===== src/rtl/tcq_pkg.sv =====
// ----------------------------------------------------------------------------
// tcq_pkg
// Shared types and constants for the two-class age-ordered queue.
// ----------------------------------------------------------------------------
package tcq_pkg;

  localparam int unsigned DEPTH_DEF = 512;

  // command codes
  localparam logic [1:0] CMD_ENQ = 2'd0;
  localparam logic [1:0] CMD_ANY = 2'd1;
  localparam logic [1:0] CMD_POS = 2'd2;
  localparam logic [1:0] CMD_NEG = 2'd3;

  localparam logic signed [7:0] VAL_MAX = 8'sd100;
  localparam logic signed [7:0] VAL_MIN = -8'sd100;

  // datapath commands from the controller
  typedef struct packed {
    logic load;       // latch command and value
    logic rd_head;    // capture the selected slot for the memory reads
    logic enq_wr;     // perform enqueue writes
    logic deq_wr;     // perform dequeue writes
    logic emit;       // present result
  } tcq_cmd_t;

  // datapath status to the controller
  typedef struct packed {
    logic is_enq;
    logic enq_ok;
    logic deq_ok;
  } tcq_stat_t;

endpackage


===== src/rtl/tcq_ctrl.sv =====
// ----------------------------------------------------------------------------
// tcq_ctrl
// Sequencer: load, address read, data read, write back.
// ----------------------------------------------------------------------------
module tcq_ctrl (
  input  logic              clk,
  input  logic              rst_n,
  input  logic              start,
  output logic              busy,
  input  tcq_pkg::tcq_stat_t stat,
  output tcq_pkg::tcq_cmd_t  cmd
);
  import tcq_pkg::*;

  localparam logic [1:0] ST_IDLE = 2'd0;
  localparam logic [1:0] ST_RD   = 2'd1;
  localparam logic [1:0] ST_EVAL = 2'd2;
  localparam logic [1:0] ST_WR   = 2'd3;

  logic [1:0] state_r, state_nxt;

  // next state
  always_comb begin
    state_nxt = state_r;
    unique case (state_r)
      ST_IDLE: if (start) state_nxt = ST_RD;
      ST_RD:   state_nxt = ST_EVAL;
      ST_EVAL: state_nxt = ST_WR;
      ST_WR:   state_nxt = ST_IDLE;
      default: state_nxt = ST_IDLE;
    endcase
  end

  always_ff @(posedge clk) begin
    if (!rst_n) state_r <= ST_IDLE;
    else        state_r <= state_nxt;
  end

  // command decode
  always_comb begin
    cmd         = '0;
    cmd.load    = (state_r == ST_IDLE) && start;
    cmd.rd_head = (state_r == ST_RD);
    cmd.enq_wr  = (state_r == ST_WR) && stat.is_enq && stat.enq_ok;
    cmd.deq_wr  = (state_r == ST_WR) && !stat.is_enq && stat.deq_ok;
    cmd.emit    = cmd.deq_wr;
  end

  assign busy = (state_r != ST_IDLE);
endmodule


===== config.mk =====
export PLATFORM = sky130hd
export DESIGN_NAME = tcq_ctrl
export DESIGN_NICKNAME = d
export VERILOG_FILES = /design/src/rtl/tcq_pkg.sv /design/src/rtl/tcq_ctrl.sv
export SDC_FILE = /design/constraint.sdc
export NUM_CORES = 1
export LEC_CHECK = 0
export BUFFER_PORTS_ARGS = -buffer_cell sky130_fd_sc_hd__buf_2
export CAP_MARGIN = 20
export CORE_AREA = 2 2 39 41
export CTS_CLUSTER_SIZE = 28
export DETAILED_ROUTE_END_ITERATION = 7
export DIE_AREA = 0 0 41 43
export GPL_TIMING_DRIVEN = 0
export HOLD_SLACK_MARGIN = 0.08
export PLACE_DENSITY_LB_ADDON = 0.1
export SYNTH_ARGS = -nofsm -noshare
export SYNTH_HDL_FRONTEND = slang
export SYNTH_SLANG_ARGS = --single-unit
export TNS_END_PERCENT = 5

===== constraint.sdc =====
create_clock -name clk -period 1.3 [get_ports clk]
set_input_delay 0.065 -clock clk [delete_from_list [all_inputs] [get_ports clk]]
set_output_delay 0.065 -clock clk [all_outputs]
set_load 0.005 [all_outputs]

==> results of run 1 <==
[per-layer routing]
metal  GRT usage  wire length, um  vias up
li1            -                -       92
met3      0.0157               15        0
met4      0.0800                0        0
met5           0                0        -
met1      0.0577              140       84
met2      0.0750              210        3
[power by group through the flow]
stage	clock (W)	combinational (W)	sequential (W)
6_report	0.000135	0.000274	0.000125
3_3_place_gp	0	0.000268	0.000121
2_1_floorplan	0	0.000191	0.000112
5_1_grt	0.000153	0.000329	0.000133
3_5_place_dp	0	0.000272	0.000122
4_1_cts	0.000147	0.000282	0.000124
[per-stage QoR]
step                      hold WS [ns]  total power (W)  area [sq um]  utilization  worst slack (ns)
after floorplan                  0.193         0.000304           191            -             0.219
after global placement           0.301         0.000389           267        0.193             0.121
after detailed placement         0.302         0.000394           267        0.193            0.0944
after CTS                        0.205         0.000553           303        0.219            0.0458
after global routing             0.218         0.000615           304        0.220           0.00804
final                            0.211         0.000535           304        0.220            0.0682
[worst register-to-register path: cells and delay by family (launching register included)]
kind | cells | cell delay (ns)
DFF | 1 | 0.34
buffers and inverters | 1 | 0.08
adders and majority gates | 1 | 0.21
muxes | 1 | 0.18
and+or+nand+nor | 2 | 0.14
[area by class of cell]
cell class	instances	area (sq um)
plain buffers	1	7.51
clock buffers	3	22.5
fillers	165	1080
inverters	3	11.3
multi-input cells	14	135
flip-flops and latches	2	42.5
well taps	16	20.0
repair buffers	12	65.1
[final timing paths]
| check | slack [ns] | depth (start not counted) | start | end |
|---|---|---|---|---|
| worst max register to register | 0.23 | 5 | state_r[0]$_SDFFE_PN0P_ | state_r[1]$_SDFFE_PN0P_ |
| worst min register to register | 0.53 | 1 | state_r[0]$_SDFFE_PN0P_ | state_r[0]$_SDFFE_PN0P_ |
| worst max-delay path | 0.07 | 4 | state_r[0]$_SDFFE_PN0P_ | cmd[1] |
| worst min-delay path | 0.21 | 3 | start | state_r[0]$_SDFFE_PN0P_ |
[logic make-up (layout without fill, tap and decap cells)]
| group | count (synthesis) | after routing | synth area share |
|---|---|---|---|
| AO/OA/AOI/OAI | 1 | 1 | 0.0523 |
| adder cells (fa/ha/maj) | 5 | 5 | 0.327 |
| buffers and inverters | 4 | 19 | 0.0980 |
| flip-flops | 2 | 2 | 0.209 |
| multiplexers | 1 | 1 | 0.0523 |
| AND/OR/NAND/NOR | 7 | 7 | 0.261 |
[timing repair]
action | CTS | global route
endpoints found under the hold margin | 2 | 0
setup buffers | 0 | 0
setup endpoints to repair | 1 | 1
hold buffers | 1 | 0
resized for setup | 2 | 1
[layout by cell type, fill, tap and decap left out, types with 2 or more instances in the layout]
master	count
ha_1	4
buf_2	11
clkbuf_4	3
inv_1	3
dfxtp_2	2
==> summary.md, run 1 <==
| Metric | Value |
|---|---|
| Status | complete, no violations |
| Top Registers | state_r x2 |
| Pwr/cell area | 1760 mW/mm^2 |
| Total grt overflow | 0 |
| Register area share after synthesis | 0.209 |
| Period utilization | 0.948 |
| Via count | roughly 180 |
| Global-route wire length before repair | 621 um |
| WL final | 366 um |
| Placed Cells | 47 |
| Top-area cell type share of the netlist area | 0.327 |
| Ports | 12 |
| Syn Nets | 31 |
| Finished Layout Cells | a little over 50 |
| Max VDD drop | between 0.6 and 0.7 mV |
| Clk root buf | clkbuf_4 |
| Initial DRC Count | 0 |
| Die height | approximately 43 um |
| Vias in the first global route | 173 |
| Slowest CP cell | dfxtp_2 |
| Sink Count | 2 |
| Fin. Hold Viols | 0 |
| CTS tree | done |
| Synth unique cells | 13 |
| Tot GR Track Use | 0.0572 |
| Max stage delay on crit path | 0.33 ns |
| Area Growth Syn to Fin | 58.8% |
| Top_reg_cell synth | dfxtp_1 |
| Cells along the critical path | ha_1, and3b_1, buf_4, buf_2 |
| Final Wtd Congestion | 0.633 |
| Worst-path maximum fanout | 4 |
| WP data arrival | around 1.2 ns |
| Die width | 41 um |
| Area contributors post-synth | ha_1, dfxtp_1, nand2b_4 |
| FP Rows | 14 |
| Synthesized flop and latch total | 2 |
| WS Path Type | flop to output port |
| Synth area leader | ha_1 |
| Int Pwr | 0.000340 W |
| Clock transition at path regs | 0.03 ns |
| Comb power frac | 0.513 |
| Antenna viol nets, final | 0 |
| Rel. slew slack | 0.914 |
| Commonest cells post-synth | ha_1, inv_1, dfxtp_1 |
| Delay-heaviest family, CP | flip-flops |
| Drt wl/cell | 7.18 um |
| H-Tree Depth | 1 |
| Clk network pwr share | 0.252 |
| Max Buffers Root-to-Sink | 2 |
| Switch Pwr | 0.000195 W |
| I/O Buffers | 11 |
| Maxcap violations | 0 |
| Sequential power share | 0.235 |
| Worst-margin pin slew | 0.125 ns |
| Synthesized area | between 150 and 200 sq um |
| Synth Area per Inst | approximately 9.6 sq um |
| CP endpoint kind | output port |
| Post-layout net count | 48 |
| Async S/R FF share, synth | 0 |
| Yosys warns | 0 |
| Final setup TNS | 0 ns |
| Max FFs per register | 2 |
| Count leader, synth | ha_1 |
| Die area | 0.00176 sq mm |
| Fmax | between 0.8 and 0.9 GHz |
| Req. time, crit path | 1.24 ns |
| Initial core utilization | 0.138 |
| Cts bufs inserted | 3 |
| Tmin final | about 1.2 ns |
| Layout cells sized above 1 | 0.571 |
| Switching fraction of total power | 0.364 |
| Synthesized netlist cell count | 20 |
| Largest Register | state_r |
| RSZ-0062 raised after global routing | false |
| Worst Skew | 0.00152 ns |
| Worst hold path class | input pin to flop |
| LEAKAGE | 0.187 nW |
| DRC | 0 |
| Critical path buffer and inverter count | 2 |
| Max-slew violation count | 0 |
| Antenna violations before repair | 0 |
| Clock Latency Late Sink | 0.22 ns |
| Pre-antenna DRT Iters | 1 |
| Final setup fails | 0 |
| CP Launch Type | flop |
| Antenna fix cells | 0 |
| Via density | 3.51 |
| EDFF count, synth | 0 |
| Largest net degree at the start of global routing | 5 |
| Core area | 0.00138 sq mm |
Power figures use the tool's default switching activity.
==> run 2, diff against run 1 <==
- ABC_AREA: default -> 1
==> run 2 against run 1 <==
Net effect:
- non-clock buffer count unchanged
- synthesized area up 2.6%
- combinational power up 8.8%
- clock power about the same
- count of clock-buffer cells in the layout unchanged
- critical path type unchanged
- largest power group unchanged
- highest routed layer unchanged
==> summary.md, run 2 <==
| Metric | Value |
|---|---|
| Status | complete, no violations |
| Period utilization | 0.915 (-0.0326) |
| Fin. Hold Viols | 0 (unchanged) |
| Top Registers | state_r x2 |
| Multiplexer share of the synthesized area | 0 (-0.0523) |
| Hold depth | 4 (+1) |
| Antenna viol nets, final | 0 (unchanged) |
| Synthesized flop and latch total | 2 (unchanged) |
| Sink Count | 2 (unchanged) |
| Synth Area in Compound Gates | 0 (-0.0523) |
| Placed Cells | 56 (+19%) |
| Final setup fails | 0 (unchanged) |
| Count leader, synth | inv_1 |
| Antenna fix cells | 0 (unchanged) |
| Core area | 0.00138 sq mm (unchanged) |
| Hold Path Origin | start |
| Final Util | 0.226 (+0.00633) |
| Switching fraction of total power | 0.401 (+0.0366) |
| Synth Area in XOR/XNOR | 0 (unchanged) |
| Largest family of logic cells by synthesized area | adder cells |
| Vias in the first global route | 190 (+9.8%) |
| Comb power frac | 0.544 (+0.031) |
| Yosys warns | 0 (unchanged) |
| Max FFs per register | 2 (unchanged) |
| DP Wirelength | 331 um |
| Reg2Reg Launch Point | state_r[0]$_SDFFE_PN0P_ |
| Switch Pwr | 0.000220 W (+13%) |
| Hold endpoint | state_r[1]$_SDFFE_PN0P_ |
| Ports | 12 (unchanged) |
| Cts bufs inserted | 3 (unchanged) |
| RSZ-0062 raised after global routing | false |
| Tmin final | 1.19 ns (-0.0424 ns) |
| Synthesized area | 196 sq um (+2.6%) |
| Most frequent cells in the layout | buf_2, inv_1, nand2_1 |
| Clk network pwr share | 0.244 (-0.008) |
| Commonest non-fill, non-tap cell in the layout | buf_2 |
| LEAKAGE | 0.190 nW (+1.4%) |
| Drt wl/cell | 6.68 um (-6.9%) |
| Final setup TNS | 0 ns (unchanged) |
| Via density | 3.65 (+4.0%) |
| Area Growth Syn to Fin | 59.2% |
| Via count | 219 (+22%) |
| CP Launch Type | flop |
| RR Endpoint | state_r[1]$_SDFFE_PN0P_ |
| Clock transition at path regs | 0.03 ns (about the same) |
| Layout cells sized above 1 | 0.477 (-0.0942) |
| FP Rows | 14 (unchanged) |
| Largest Register | state_r |
| Finished Layout Cells | 60 (+18%) |
| CP endpoint kind | output port |
| Synth unique cells | 10 (-3) |
| Final worst slack | 0.111 ns (+0.0424 ns) |
| EDFF count, synth | 0 (unchanged) |
| Max Buffers Root-to-Sink | 2 (unchanged) |
| Sequential power share | 0.212 (-0.023) |
| Int Pwr | 0.000329 W (-3.2%) |
| I/O Buffers | 11 (unchanged) |
| Synth Area in Simple Gates | 0.306 (+0.0443) |
| Post-layout net count | 57 (+19%) |
| WS Path Type | flop to output port |
| CTS tree | done |
| Synth Area per Inst | 6.77 sq um (-29%) |
| Req. time, crit path | 1.24 ns (about the same) |
| Worst-path maximum fanout | 3 (-1) |
| Synth area leader | ha_1 |
| Worst-margin pin slew | 0.135 ns (+0.0103 ns) |
| Initial core utilization | 0.142 (+0.00362) |
| Post-CTS Setup Bufs | 0 (unchanged) |
| Commonest cells post-synth | inv_1, ha_1, nand2_1, nor2_1 |
| Max-slew violation count | 0 (unchanged) |
| Clock Latency Late Sink | 0.22 ns (about the same) |
| Syn Nets | 40 (+29%) |
| Largest net degree at the start of global routing | 5 (unchanged) |
| Pre-antenna DRT Iters | 1 (unchanged) |
| Reg2reg setup slack | 0.27 ns (+0.04 ns) |
| Antenna violations before repair | 0 (unchanged) |
| Maxcap violations | 0 (unchanged) |
| Final Wtd Congestion | 0.606 (-4.3%) |
| Synthesized netlist cell count | 29 (+45%) |
| WL final | 401 um (+9.6%) |
| Die area | 0.00176 sq mm (unchanged) |
| Initial DRC Count | 0 (unchanged) |
| Tot GR Track Use | 0.0521 (-0.00512) |
| Die width | 41 um (unchanged) |
| H-Tree Depth | 1 (unchanged) |
| Max VDD drop | 0.506 mV (-23%) |
| Top_reg_cell synth | dfxtp_1 |
| Clk root buf | clkbuf_4 |
| WP data arrival | 1.12 ns (-0.05 ns) |
| Top-area cell type share of the netlist area | 0.318 (-0.00833) |
| DRC | 0 (unchanged) |
| Total grt overflow | 0 (unchanged) |
| Fmax | 0.841 GHz (+3.6%) |
| Reg2Reg Depth | 6 (+1) |
| Async S/R FF share, synth | 0 (unchanged) |
| Pre-CTS WS | 0.241 ns (+0.146 ns) |
| Worst hold path class | input pin to flop |
| Fill cells | 162 (-1.8%) |
| Global-route wire length before repair | 621 um (unchanged) |
| Pwr/cell area | 1750 mW/mm^2 (-0.20%) |
| Adder-Cell Fraction of Synth Area | 0.318 (-0.00833) |
| Rel. slew slack | 0.910 (-0.00460) |
| Die height | 43 um (unchanged) |
| Worst Skew | 0.00367 ns (+0.00215 ns) |
| Register area share after synthesis | 0.204 (-0.00533) |
| Area contributors post-synth | ha_1, dfxtp_1, inv_1 |
run 2: cell count changes after synthesis, moves of 2 or more:
cell	change
nand3_1	+2
nand2_1	+4
nor2_1	+4
inv_1	+3
run 2: metrics by stage:
stage               cell area, sq um  total power (W)  hold WS, ns
global route                     313         0.000628        0.198
CTS                              304         0.000550        0.165
detailed placement               272         0.000406        0.312
global placement                 272         0.000401        0.313
floorplan                        196         0.000312        0.169
finish                           313         0.000549        0.160
run 2: kinds of logic after synthesis:
family                     after synthesis
buffers and inverters                    8
DFF                                      2
and+or+nand+nor                         14
adders and majority gates                5
run 2: area by class of cell:
class | count | area, sq um | share of cell area
multi-input cells | 19 | 130 | 0.416
repair buffers | 12 | 65.1 | 0.208
flip-flops and latches | 2 | 41.3 | 0.132
inverters | 7 | 26.3 | 0.0840
clock buffers | 3 | 22.5 | 0.0720
well taps | 16 | 20.0 | 0.0640
plain buffers | 1 | 7.51 | 0.0240
run 2: worst max-delay path by stage:
stage                                    to  slack (ns)                     from  cells past startpoint
finish                               cmd[1]        0.11  state_r[0]$_SDFFE_PN0P_                      5
global route                         cmd[1]       0.005  state_r[0]$_SDFFE_PN0P_                      5
CTS                                  cmd[4]        0.07  state_r[0]$_SDFFE_PN0P_                      5
detailed placement  state_r[0]$_SDFFE_PN0P_        0.24  state_r[0]$_SDFFE_PN0P_                      6
global placement    state_r[0]$_SDFFE_PN0P_        0.23  state_r[0]$_SDFFE_PN0P_                      6
floorplan           state_r[1]$_SDFFE_PN0P_        0.32  state_r[0]$_SDFFE_PN0P_                      6
run 2: worst max-delay path, cell delays in order, from the launching register on:
cell and delay (ns):
dfxtp_1 0.35, ha_2 0.19, nand2_1 0.06, nor2_2 0.09
buf_4 0.11, buf_2 0.09
run 2: repair_timing:
item                       in CTS  in global routing
resized for setup               0                  4
hold endpoints to repair        1                  0
setup endpoints to repair       0                  2
hold buffers                    1                  0
run 2: layer usage:
metal  GRT usage  wire (um)
met1      0.0573        154
met2      0.0781        189
met3      0.0157         56
met4      0.0400          0
met5           0          0
run 2: power groups by stage:
| stage | combinational [W] | sequential [W] | clock (W) |
|---|---|---|---|
| final | 0.000298 | 0.000117 | 0.000134 |
| after CTS | 0.000296 | 0.000114 | 0.000140 |
| after global routing | 0.000356 | 0.000125 | 0.000147 |
| after floorplan | 0.000204 | 0.000108 | 0 |
| after detailed placement | 0.000291 | 0.000115 | 0 |
| after global placement | 0.000285 | 0.000116 | 0 |
==> run 3, diff against run 2 <==
- CORE_AREA: 2 2 39 41 -> 5 5 42 44
- DIE_AREA: 0 0 41 43 -> 0 0 47 49
==> run 3 against run 2 <==
Net effect:
- via count shrank 2.3%
- final area shrank 2.0%
- sequential share of layout area shrank 0.14 points
- first-iteration DRC count grew 1
- worst hold slack gained 0.013 ns
- final cell count is the same
- sequential cell count is the same
- sequential power shrank 4%
- clock power is essentially flat
- register-to-register slack is essentially flat
- largest power group unchanged
==> summary.md, run 3 (same netlist as run 2, synthesis figures left out) <==
| Metric | Value |
|---|---|
| Clock transition at path regs | 0.03 ns (about the same) |
| Antenna fix cells | 0 (unchanged) |
| Cts bufs inserted | 3 (unchanged) |
| Pre-antenna DRT Iters | 3 (+2) |
| Sink Count | 2 (unchanged) |
| Final Util | 0.219 (-0.00729) |
| Max Buffers Root-to-Sink | 2 (unchanged) |
| Max-slew violation count | 0 (unchanged) |
| Critical path buffer and inverter count | 2 (unchanged) |
| Max FFs per register | 2 (unchanged) |
| Req. time, crit path | 1.24 ns (about the same) |
| Cells along the critical path | ha_1, nand2_1, nor2_1, buf_4, buf_2 |
| Footprint of the multi-input gates | 125 sq um (-3.8%) |
| Vias in the first global route | 217 (+14%) |
| Tot GR Track Use | 0.0527 (+0.000691) |
| DP Wirelength | 382 um (+15%) |
| Area Growth Syn to Fin | 56.1% |
| Pwr/cell area | 1800 mW/mm^2 (+2.6%) |
| Via density | 3.57 (-2.3%) |
| Final setup fails | 0 (unchanged) |
| Slowest CP cell | dfxtp_1 |
| Post-CTS Setup Bufs | 0 (unchanged) |
| Worst Skew | 0.000315 ns (-0.00336 ns) |
| Delay-heaviest family, CP | flip-flops |
| Fill cells | 173 (+6.8%) |
| WP data arrival | 1.11 ns (about the same) |
| Pre-CTS WS | 0.228 ns (-0.0127 ns) |
| Worst-margin pin slew | 0.135 ns (-0.000313 ns) |
| Drt wl/cell | 7.72 um (+15%) |
| Fmax | 0.849 GHz (+0.98%) |
| Worst hold path class | input pin to flop |
| RSZ-0062 raised after global routing | false |
| Antenna violations before repair | 0 (unchanged) |
| Post-layout net count | 57 (unchanged) |
| Ports | 12 (unchanged) |
| Top Registers | state_r x2 |
| Antenna viol nets, final | 0 (unchanged) |
| Total grt overflow | 0 (unchanged) |
| Die area | 0.00230 sq mm (+31%) |
| Tmin final | 1.18 ns (-0.0115 ns) |
| Die width | 47 um (+15%) |
| Maxcap violations | 0 (unchanged) |
| Period utilization | 0.906 (-0.00886) |
| Initial DRC Count | 1 (+1) |
| H-Tree Depth | 1 (unchanged) |
| Clock Latency Late Sink | 0.22 ns (about the same) |
| Final Total Pwr | 0.000552 W (+0.55%) |
| Via count | 214 (-2.3%) |
| Layout cells sized above 1 | 0.409 (-0.0682) |
| Worst-path maximum fanout | 3 (unchanged) |
| Final Wtd Congestion | 0.652 (+7.6%) |
| DRC | 0 (unchanged) |
| I/O Buffers | 11 (unchanged) |
| Core area | 0.00140 sq mm (+1.3%) |
| Largest net degree at the start of global routing | 5 (unchanged) |
| Rel. slew slack | 0.910 (about the same) |
| CP Launch Type | flop |
| Max VDD drop | 0.491 mV (-3.0%) |
| Status | complete, no violations |
| Commonest non-fill, non-tap cell in the layout | buf_2 |
| FP Rows | 14 (unchanged) |
| Clk root buf | clkbuf_4 |
| Max stage delay on crit path | 0.35 ns (about the same) |
| Final worst slack | 0.122 ns (+0.0115 ns) |
| Die height | 49 um (+14%) |
| Most frequent cells in the layout | buf_2, inv_1, nand2_1, nor2_1, ha_1 |
| CTS tree | done |
| Final setup TNS | 0 ns (unchanged) |
| CP endpoint kind | output port |
| WL final | 463 um (+15%) |
| Largest Register | state_r |
| LEAKAGE | 0.192 nW (+1.2%) |
| Global-route wire length before repair | 800 um (+29%) |
| Storage cell area | 40.0 sq um (-3.0%) |
| Initial core utilization | 0.140 (-0.00177) |
| Fin. Hold Viols | 0 (unchanged) |
| WS Path Type | flop to output port |
## run 3: routing by layer
| layer | routed length, um | global-route usage |
|---|---|---|
| met3 | 66 | 0.0332 |
| met5 | 0 | 0 |
| met2 | 211 | 0.0747 |
| met1 | 186 | 0.0460 |
| met4 | 0 | 0.0553 |
## run 3: through the flow
step / instances / hold WS [ns] / area (sq um)
detailed placement: 56 / 0.317 / 272
global route: 60 / 0.203 / 307
global placement: 56 / 0.316 / 272
finish: 60 / 0.173 / 307
CTS: 60 / 0.167 / 304
floorplan: 29 / 0.169 / 196
## run 3: cell type report
class	count	area share
repair buffers	12	0.212
plain buffers	1	0.0245
flip-flops and latches	2	0.131
well taps	16	0.0653
inverters	7	0.0857
clock buffers	3	0.0735
multi-input cells	19	0.408
## run 3: path summary, 6_finish.rpt
kind | from | to | slack, ns | cells past startpoint
setup / recovery | state_r[0]$_SDFFE_PN0P_ | cmd[1] | 0.12 | 5
hold reg to reg | state_r[1]$_SDFFE_PN0P_ | state_r[1]$_SDFFE_PN0P_ | 0.66 | 4
hold / removal | start | state_r[0]$_SDFFE_PN0P_ | 0.17 | 4
setup reg to reg | state_r[0]$_SDFFE_PN0P_ | state_r[1]$_SDFFE_PN0P_ | 0.26 | 6
## run 3: where the power goes
group          total (W)  internal, W  switching (W)
Clock           0.000136     0.000102      0.0000342
Sequential      0.000112    0.0000902      0.0000222
Combinational   0.000304     0.000134       0.000169
## run 3: repair_timing
action,in CTS,in global routing
hold buffers,1,0
endpoints found under the setup margin,0,1
resized for setup,0,1
hold endpoints to repair,1,0
## run 3: tightest hold or removal path: cells and delay by family
kind / cells / cell delay (ns)
and+or+nand+nor: 3 / 0.18
buffers and inverters: 1 / 0.11
